==> src/hcbd_pkg.sv <==
// ----------------------------------------------------------------------------
// hcbd_pkg: shared types and constants for the chunked body decoder
// Transfer payload structs, byte class bundle, parser phases and status codes.
// ----------------------------------------------------------------------------
package hcbd_pkg;

	// Size field geometry
	localparam int SIZE_BITS       = 32;
	localparam int MAX_SIZE_DIGITS = 8;
	localparam int DIGIT_CNT_W     = $clog2(MAX_SIZE_DIGITS + 1);
	localparam int BUDGET_W        = 32;

	// Register reset value
	localparam logic [BUDGET_W-1:0] MAX_BODY_RESET = 32'd1048576;

	// Input transfer codes
	localparam logic FUNC_BYTE    = 1'b0;
	localparam logic FUNC_RESTART = 1'b1;

	// Status codes
	localparam logic [1:0] ST_OK        = 2'd0;
	localparam logic [1:0] ST_INVALID   = 2'd1;
	localparam logic [1:0] ST_TOO_LARGE = 2'd2;

	// Framing characters
	localparam logic [7:0] CHAR_CR = 8'h0d;
	localparam logic [7:0] CHAR_LF = 8'h0a;

	// Parser phases, one-hot
	typedef enum logic [5:0] {
		PH_SIZE    = 6'b000001,
		PH_SIZE_LF = 6'b000010,
		PH_DATA    = 6'b000100,
		PH_DATA_CR = 6'b001000,
		PH_DATA_LF = 6'b010000,
		PH_DONE    = 6'b100000
	} hcbd_phase_t;

	typedef struct packed {
		logic       func;
		logic [7:0] data_byte;
	} hcbd_in_t;

	typedef struct packed {
		logic        payload_valid;
		logic [7:0]  payload_byte;
		logic        size_done;
		logic [31:0] chunk_length;
		logic        body_done;
		logic [1:0]  status;
	} hcbd_out_t;

	// Classification of one body byte
	typedef struct packed {
		logic       is_hex;
		logic [3:0] hex_val;
		logic       is_cr;
		logic       is_lf;
	} hcbd_class_t;

endpackage

==> src/http_chunked_body_decoder.sv <==
// ----------------------------------------------------------------------------
// http_chunked_body_decoder: HTTP/1.1 chunked body decoder, one byte a cycle
// Input register, framing parser, and result register; output stalls pause it.
// ----------------------------------------------------------------------------
// Usage:
//   in_valid / in_stall / in_data carry one item per transfer: a body byte or
//   a restart that begins a new body. out_valid / out_stall / out_data give
//   exactly one result per input item, in order.
//   max_body_size_we / max_body_size_wdata write the body budget limit; the
//   new value is loaded into the budget at the next restart.
//   A result is registered: the item is parsed out of the input register
//   straight into the result register. Throughput: one item per cycle while
//   the result is not stalled; the per-byte parse step (hex shift-add, budget
//   compare and subtract, or remaining count decrement) is combinational.
//   Receiver stall: the result register holds its value and the input
//   register keeps its item; in_stall rises only once both are full.
//   Reset: parse state returns to expecting a size line, status is ok, the
//   limit and budget take 1048576, and both pipeline registers are empty.
// ----------------------------------------------------------------------------
module http_chunked_body_decoder (
	input  logic                clk,
	input  logic                arst_n,
	input  logic                max_body_size_we,
	input  logic [31:0]         max_body_size_wdata,
	input  logic                in_valid,
	output logic                in_stall,
	input  hcbd_pkg::hcbd_in_t  in_data,
	output logic                out_valid,
	input  logic                out_stall,
	output hcbd_pkg::hcbd_out_t out_data
);
	import hcbd_pkg::*;

	logic [31:0]  max_body_q;
	logic         valid_s1;
	hcbd_in_t     item_s1;
	hcbd_class_t  cls;
	hcbd_out_t    result;
	logic         advance;
	logic         step;
	logic         in_xfer;

	// Pipeline control
	assign advance  = !out_valid || !out_stall;
	assign step     = valid_s1 && advance;
	assign in_stall = valid_s1 && !advance;
	assign in_xfer  = in_valid && !in_stall;

	// Limit register
	always_ff @(posedge clk or negedge arst_n) begin
		if (!arst_n) max_body_q <= MAX_BODY_RESET;
		else if (max_body_size_we) max_body_q <= max_body_size_wdata;
	end

	// Input register
	always_ff @(posedge clk or negedge arst_n) begin
		if (!arst_n) valid_s1 <= 1'b0;
		else if (advance || !valid_s1) valid_s1 <= in_valid;
	end

	always_ff @(posedge clk) begin
		if (in_xfer) item_s1 <= in_data;
	end

	hcbd_classify u_classify (
		.data_byte (item_s1.data_byte),
		.cls       (cls)
	);

	hcbd_parser u_parser (
		.clk           (clk),
		.arst_n        (arst_n),
		.step          (step),
		.item          (item_s1),
		.cls           (cls),
		.max_body_size (max_body_q),
		.result        (result)
	);

	// Result register
	always_ff @(posedge clk or negedge arst_n) begin
		if (!arst_n) out_valid <= 1'b0;
		else if (advance) out_valid <= valid_s1;
	end

	always_ff @(posedge clk) begin
		if (step) out_data <= result;
	end

endmodule

==> src/hcbd_classify.sv <==
// ----------------------------------------------------------------------------
// hcbd_classify: body byte classifier
// Decodes a byte into hex digit value and CR / LF flags.
// ----------------------------------------------------------------------------
module hcbd_classify (
	input  logic [7:0]          data_byte,
	output hcbd_pkg::hcbd_class_t cls
);
	import hcbd_pkg::*;

	logic [7:0] lower;

	// Fold upper case letters onto lower case
	assign lower = data_byte | 8'h20;

	always_comb begin
		cls.is_cr   = (data_byte == CHAR_CR);
		cls.is_lf   = (data_byte == CHAR_LF);
		cls.is_hex  = 1'b0;
		cls.hex_val = 4'd0;
		if (data_byte >= 8'h30 && data_byte <= 8'h39) begin
			cls.is_hex  = 1'b1;
			cls.hex_val = data_byte[3:0];
		end else if (lower >= 8'h61 && lower <= 8'h66) begin
			cls.is_hex  = 1'b1;
			cls.hex_val = 4'(lower - 8'h57);
		end
	end

endmodule

==> src/hcbd_parser.sv <==
// ----------------------------------------------------------------------------
// hcbd_parser: chunk framing state and per-byte result logic
// Holds the parse state and computes one result for the item being stepped.
// ----------------------------------------------------------------------------
module hcbd_parser (
	input  logic                  clk,
	input  logic                  arst_n,
	input  logic                  step,
	input  hcbd_pkg::hcbd_in_t    item,
	input  hcbd_pkg::hcbd_class_t cls,
	input  logic [31:0]           max_body_size,
	output hcbd_pkg::hcbd_out_t   result
);
	import hcbd_pkg::*;

	hcbd_phase_t            phase_q, phase_d;
	logic [SIZE_BITS-1:0]   size_accum_q, size_accum_d;
	logic [DIGIT_CNT_W-1:0] digit_count_q, digit_count_d;
	logic [SIZE_BITS-1:0]   chunk_rem_q, chunk_rem_d;
	logic [BUDGET_W-1:0]    budget_q, budget_d;
	logic                   last_chunk_q, last_chunk_d;
	logic [1:0]             err_q, err_d;
	logic [SIZE_BITS-1:0]   rem_dec;

	assign rem_dec = (chunk_rem_q != '0) ? chunk_rem_q - SIZE_BITS'(1) : '0;

	// Next state and result
	always_comb begin
		phase_d       = phase_q;
		size_accum_d  = size_accum_q;
		digit_count_d = digit_count_q;
		chunk_rem_d   = chunk_rem_q;
		budget_d      = budget_q;
		last_chunk_d  = last_chunk_q;
		err_d         = err_q;
		result        = '0;

		if (item.func == FUNC_RESTART) begin
			phase_d       = PH_SIZE;
			size_accum_d  = '0;
			digit_count_d = '0;
			chunk_rem_d   = '0;
			budget_d      = max_body_size;
			last_chunk_d  = 1'b0;
			err_d         = ST_OK;
		end else if (err_q == ST_OK) begin
			unique case (phase_q)
				PH_SIZE: begin
					if (cls.is_hex) begin
						if (digit_count_q >= DIGIT_CNT_W'(MAX_SIZE_DIGITS) ||
						    (|size_accum_q[SIZE_BITS-1 -: 4])) begin
							err_d = ST_INVALID;
						end else begin
							size_accum_d  = {size_accum_q[SIZE_BITS-5:0], cls.hex_val};
							digit_count_d = digit_count_q + DIGIT_CNT_W'(1);
						end
					end else if (cls.is_cr && digit_count_q != '0) begin
						phase_d = PH_SIZE_LF;
					end else begin
						err_d = ST_INVALID;
					end
				end
				PH_SIZE_LF: begin
					if (!cls.is_lf) begin
						err_d = ST_INVALID;
					end else if (size_accum_q > budget_q) begin
						err_d = ST_TOO_LARGE;
					end else begin
						budget_d            = budget_q - size_accum_q;
						result.size_done    = 1'b1;
						result.chunk_length = size_accum_q;
						if (size_accum_q == '0) begin
							last_chunk_d = 1'b1;
							phase_d      = PH_DATA_CR;
						end else begin
							chunk_rem_d = size_accum_q;
							phase_d     = PH_DATA;
						end
					end
				end
				PH_DATA: begin
					result.payload_valid = 1'b1;
					result.payload_byte  = item.data_byte;
					chunk_rem_d          = rem_dec;
					if (rem_dec == '0) phase_d = PH_DATA_CR;
				end
				PH_DATA_CR: begin
					if (cls.is_cr) phase_d = PH_DATA_LF;
					else err_d = ST_INVALID;
				end
				PH_DATA_LF: begin
					if (!cls.is_lf) begin
						err_d = ST_INVALID;
					end else if (last_chunk_q) begin
						result.body_done = 1'b1;
						phase_d          = PH_DONE;
					end else begin
						phase_d       = PH_SIZE;
						size_accum_d  = '0;
						digit_count_d = '0;
					end
				end
				PH_DONE: begin
				end
				default: begin
				end
			endcase
		end
		result.status = err_d;
	end

	// Parse state registers
	always_ff @(posedge clk or negedge arst_n) begin
		if (!arst_n) begin
			phase_q       <= PH_SIZE;
			size_accum_q  <= '0;
			digit_count_q <= '0;
			chunk_rem_q   <= '0;
			budget_q      <= MAX_BODY_RESET;
			last_chunk_q  <= 1'b0;
			err_q         <= ST_OK;
		end else if (step) begin
			phase_q       <= phase_d;
			size_accum_q  <= size_accum_d;
			digit_count_q <= digit_count_d;
			chunk_rem_q   <= chunk_rem_d;
			budget_q      <= budget_d;
			last_chunk_q  <= last_chunk_d;
			err_q         <= err_d;
		end
	end

endmodule

==> config.mk <==
export PLATFORM = sky130hd
export DESIGN_NAME = http_chunked_body_decoder
export DESIGN_NICKNAME = d
export VERILOG_FILES = /design/src/hcbd_pkg.sv /design/src/http_chunked_body_decoder.sv /design/src/hcbd_classify.sv /design/src/hcbd_parser.sv
export SDC_FILE = /design/constraint.sdc
export NUM_CORES = 1
export LEC_CHECK = 0
export BUFFER_PORTS_ARGS = -buffer_cell sky130_fd_sc_hd__buf_2
export CORE_ASPECT_RATIO = 0.9
export CORE_MARGIN = 3
export CORE_UTILIZATION = 52
export CTS_CLUSTER_SIZE = 40
export DETAILED_ROUTE_END_ITERATION = 10
export HOLD_SLACK_MARGIN = 0.15
export PLACE_DENSITY_LB_ADDON = 0.08
export SYNTH_ARGS = -nofsm -noshare
export SYNTH_HDL_FRONTEND = slang
export SYNTH_SLANG_ARGS = --single-unit
==> constraint.sdc <==
create_clock -name clk -period 3.8 [get_ports clk]
set_clock_uncertainty 0.1 [all_clocks]
set_input_delay 0.38 -clock clk [delete_from_list [all_inputs] [get_ports clk]]
set_output_delay 0.38 -clock clk [all_outputs]
set_load 0.005 [all_outputs]
---- Yosys cells after proc, flatten, opt, wreduce, memory -nomap -nowiden ----
Index checks and enable logic that the tools add are counted.
storage, ports and cells
  bits in registers ....................... 197
  input bits .............................. 46
  output and inout port bits .............. 47
  word-level logic and storage cells ...... 148
cells by class
  add/sub/neg operators ................... 4
  magnitude comparators ................... 6
  eq/ne operators ......................... 19
  mux-type cells .......................... 59
  bitwise logic cells ..................... 5
  reductions and logical operators ........ 37
operators by type and width
  operator                                                                              count
  32-bit two-way mux                                                                    17
  32-bit one-hot mux with 2 select lines                                                2
  32-bit zero test                                                                      2
  6-bit two-way mux                                                                     10
  33-bit two-way mux                                                                    1
  32-bit > comparator                                                                   1
  32-bit nonzero test                                                                   1
  32-bit by 1-bit subtractor with 32-bit output (second input constant)                 1
  32-bit subtractor                                                                     1
  6-bit one-hot mux with 5 select lines                                                 1
  4-bit two-way mux                                                                     7
  2-bit two-way mux                                                                     9
  3-bit inequality test (second input constant)                                         6
  8-bit by 4-bit equality test with 1-bit output (second input constant)                2
  3-bit by 2-bit inequality test with 1-bit output (second input constant)              5
  6-bit AND reduction                                                                   2
  4-bit OR reduction                                                                    3
  5-bit two-way mux                                                                     2
  10-bit AND reduction                                                                  1
  9-bit two-way mux                                                                     1
  8-bit by 6-bit greater-or-equal comparator with 1-bit output (second input constant)  1
  8-bit by 7-bit greater-or-equal comparator with 1-bit output (second input constant)  1
  8-bit by 6-bit less-or-equal comparator with 1-bit output (second input constant)     1
  8-bit by 7-bit less-or-equal comparator with 1-bit output (second input constant)     1
  26 further kinds                                                                      51

---- Longest topological paths before layout ----
  depth after elaboration ................. 9
  depth in mapped cells ................... 14
  mapped depth without buffers ............ 11

---- Cells and area by module ----
From an unflattened synthesis, not the netlist that was laid out.
unflattened totals
  cell total of the unflattened synthesis .. 1145
  area, all modules ....................... 11339.6 um^2
by module, submodules not included
  module                     instances  cells an instance  area each (um^2)  seq. area each (um^2)
  hcbd_parser                1          984                8059.0            2730.1
  http_chunked_body_decoder  1          130                3054.2            2473.6
  hcbd_classify              1          31                 226.5             0.0

---- Least setup slack after synthesis ----
Ideal clock, no wire load.
  path kind ............................... register to register
  from .................................... register u_parser.size_accum_q[0]
  to ...................................... register u_parser.phase_q[1]
  setup time .............................. 128 ps
  arrival time ............................ 2933 ps
  data required time ...................... 3572 ps
  path slack .............................. 640 ps
  cell stages (with the launch flop) ...... 11
  path buffers ............................ 0
  clock period less this slack ............ 3160 ps
  cell sequence ........................... dfrtp_1 ha_1 fa_1 nand2b_1 a21oi_1 o21a_1 o21ai_0 a2111o_1 a21oi_1 o311ai_2 mux2_1
on the way
  word-level cells in the longest chain between the ends .. 3
ends and longest elaborated chain
  what                                    line                source
  start, declared                         hcbd_parser.sv:17   logic [SIZE_BITS-1:0] size_accum_q, size_accum_d;
  start signal, assigned                  hcbd_parser.sv:124  size_accum_q <= size_accum_d;
  32-bit > comparator                     hcbd_parser.sv:66   end else if (size_accum_q > budget_q) begin
  3-bit inequality test (no source line)  --
  10-bit AND reduction (no source line)   --
  end signal, assigned                    hcbd_parser.sv:123  phase_q <= phase_d;
  end, declared                           hcbd_parser.sv:16   hcbd_phase_t phase_q, phase_d;
No other way between the ends.
A chain may end at the register's enable or synchronous reset.

---- Worst setup path after layout ----
  from .................................... register u_parser.size_accum_q[13]
  to ...................................... register u_parser.budget_q[20]
on the way
  word-level cells in the longest chain between the ends .. 6
  elaborated cells between the ends (all ways) .. 9
  those cells by class .................... 1 x add/sub; 1 x order compare; 1 x eq/ne; 5 x mux; 1 x reduce/logical
ends and longest elaborated chain
  what                  line                source
  32-bit subtractor     hcbd_parser.sv:69   budget_d = budget_q - size_accum_q;
  32-bit two-way mux    hcbd_parser.sv:66
  32-bit two-way mux    hcbd_parser.sv:64   if (!cls.is_lf) begin
  32-bit two-way mux    hcbd_parser.sv:47   unique case (phase_q)
  32-bit two-way mux    hcbd_parser.sv:46   end else if (err_q == ST_OK) begin
  32-bit two-way mux    hcbd_parser.sv:38   if (item.func == FUNC_RESTART) begin
  end signal, assigned  hcbd_parser.sv:127  budget_q <= budget_d;
  end, declared         hcbd_parser.sv:20   logic [BUDGET_W-1:0] budget_q, budget_d;
Several ways; a longest one is shown, not always the timed one. The select of a mux whose other input is x is not followed.

==> results.md <==
- Status: finished, final reports clean
- Max-slew headroom: 33.8%
- Post-synthesis register bit count: 197
- Avg Vias per Cell: 5.87
- Initial core utilization: 53.1%
- Drt wl/cell: around 19 um
- Final setup viols: 0
- Die Y: ~150 um
- Total CTS buffers: 17
- Detailed placement HPWL: about 22 mm
- # DRC: 0
- Final worst-path cycle share: between 90% and 100%
- IO Pins: slightly above 90
- Worst-path clk slew: 0.08 ns
- Layout cells sized above 1: 18.2%
- Antenna Cells: 0
- Post-Synthesis Cells: between 1000 and 1500
- Placement Cell Area: approximately 12000 um2
- Max FO, Critical Path: 7
- Core area: 21800 um2
- Netlist cell types: 83
- Gr ovfl total: 0
- Overall power: 9.55 mW
- Vias in the first global route: 9053
- Total GRT Usage: 26.2%
- Post-Route WL: 30.8 mm
- Leading post-synthesis cells by cell area: dfrtp_1 30%, edfxtp_1 14%, ha_1 4.2%
- Synth Area in Compound Gates: 18.2%
- Longest Clk Path Bufs: 2
- Synth cell count leaders: 140 x dfrtp_1, 126 x nand2_1, 66 x o21ai_0
- Sequential fraction of the synthesis area: 45.0%
- Htree depth: 4
- Max-cap violations: 0
- 1st-pass router iterations: 8
- IR drop worst, VDD: 0.000333 V
- Initial antenna violation count: 0
- Global-route wire length before repair: 49.9 mm
- Simple logic cell fraction of the synthesized area: between 10% and 20%
- Worst setup EP type: flip-flop
- P&R area growth vs syn: 16.2%
- Hold Crit Depth: 3
- Gpl congestion: 0.914
- Final hold violations: 0
- Hold WS: 0.401 ns
- Clock root buffer: clkbuf_16
- Design area: 13400 um2
- Req. time, crit path: 4.07 ns
- CP arrival: 3.79 ns
- Synth Area in Adders: 4.39%
- Largest net degree at the start of global routing: about 110
- Worst min-delay path class: primary input to flip-flop
- Synth Area in XOR/XNOR: 2.73%
- Row count: 51
- Routed Antenna Nets: 0
- Die ar.: 24100 um2
- Sinks on Clock Net: 197
- CTS tree: built
- Commonest register cell after synthesis: dfrtp_1
- Share of the synthesized area in the top cell type: 30.3%
- Yosys warns: 0
- Worst R2R Path Depth: 11
- Util after Layout: 61.7%
- Sum of negative setup slack: 0 ns
- Port bufs: 92
- Peak Freq: 0.284 GHz
- Clock Latency Late Sink: 0.44 ns
- Mux share of post-synthesis cell area: 7.51%
- Cell taking the most area after synthesis: dfrtp_1
- PwrDens: roughly 710 nW/um2
- Startpoint Class: flip-flop
- CP Class: flip-flop to flip-flop
- Leak Pwr: 5.74 nW
- Async set-reset flop share out of synthesis: 72.6%
- Die Wd: 163 um
- 1st-iter DRT viols: slightly below 1000
- Cells resized by post-CTS repair: 0
- Post-synth EDFFs: 54
- Most frequent cell after synthesis: dfrtp_1
- Net Count, Synth: around 1300
- DR vias: 9427
- Mapped cell area: 11600 um2
- Final nets: 1387
- Average cell area after synthesis: 9.81 um2
- Unrepaired setup endpoints after global routing: false
- Worst-margin pin slew: 0.992 ns
- Main combinational cell family by area after synthesis: compound AO/OA/AOI/OAI gates
- Period minus WS final: 3.52 ns
- Final Slew Violations: 0
==> per-layer routing <==
layer,vias to the layer above,GRT usage [%],wire length [um]
met4,0,6.43,456
met2,314,39.5,13700
met3,34,4.06,1810
met5,-,0,0
li1,4568,-,-
met1,4511,40.0,14800
==> where the power goes <==
group          switching [mW]  internal [mW]  total (mW)
logic                    2.80           2.07        4.86
clock network           0.904          0.871        1.77
registers               0.364           2.55        2.91
==> kinds of logic after synthesis <==
kind of cell | after synthesis
compound gates | 316
simple gates | 396
fa+ha+maj | 40
buf+inv | 124
mux | 69
flops | 197
xor+xnor | 36
==> per-stage QoR <==
stage,instances,setup slack (ns)
detailed placement,1528,0.362
CTS,1605,0.309
global route,1605,0.0857
floorplan,1178,0.640
global placement,1528,0.303
finish,1605,0.278
==> timing repair <==
item	in CTS	in global routing
hold buffers	45	0
buffers inserted	0	0
endpoints found under the hold margin	144	0
==> layout by cell type (no fill, tap or decap), drive strengths merged, types with 20 or more instances in the layout <==
cell / Yosys / routed
a21oi: 62 / 62
nand2: 127 / 127
ha: 39 / 39
xnor2: 20 / 20
inv: 60 / 69
mux2: 64 / 64
dfrtp: 140 / 140
and2: 48 / 48
edfxtp: 54 / 54
nand3: 20 / 20
dlygate4sd3: 0 / 45
o31ai: 52 / 52
o21ai: 80 / 80
buf: 13 / 123
nor2: 65 / 65
nor3: 33 / 33
==> layout make-up <==
cell class,count,area [um2]
clock buffer,17,425
clock inverter,15,136
fill,1801,8330
inverter,60,225
multi-input combinational,857,5870
sequential,197,5200
tap,291,364
timing repair buffer,168,1200
==> flip-flops by register name, indices dropped and copies added (netlist names), 2 cells and up <==
| signal | count |
|---|---|
| max_body_q | 32 |
| u_parser.budget_q | 32 |
| out_data | 45 |
| u_parser.digit_count_q | 4 |
| u_parser.err_q | 2 |
| item_s1 | 9 |
| u_parser.phase_q | 6 |
| u_parser.chunk_rem_q | 32 |
| u_parser.size_accum_q | 32 |
==> critical path: stages, from the launching register on <==
cell and delay [ns]:
dfrtp_1 0.45, inv_1 0.11, ha_1 0.38, a21oi_1 0.29, o21bai_1 0.14, or2_2 0.35, o211ai_1 0.30, a22o_1 0.20
mux2_2 0.33, a2111oi_0 0.54, buf_4 0.21, o21ai_1 0.05
==> worst paths after layout <==
check	from	to	slack, ns
max	u_parser.size_accum_q[13]	u_parser.budget_q[20]	0.28
max in group asynchronous	arst_n	u_parser.budget_q[20]	2.08
min in group asynchronous	arst_n	u_parser.chunk_rem_q[21]	0.52
min	max_body_size_we	max_body_q[26]	0.40
max reg2reg	u_parser.size_accum_q[13]	u_parser.budget_q[20]	0.28
min reg2reg	u_parser.budget_q[11]	u_parser.budget_q[11]	0.41
(Power assumes the default switching activity.)
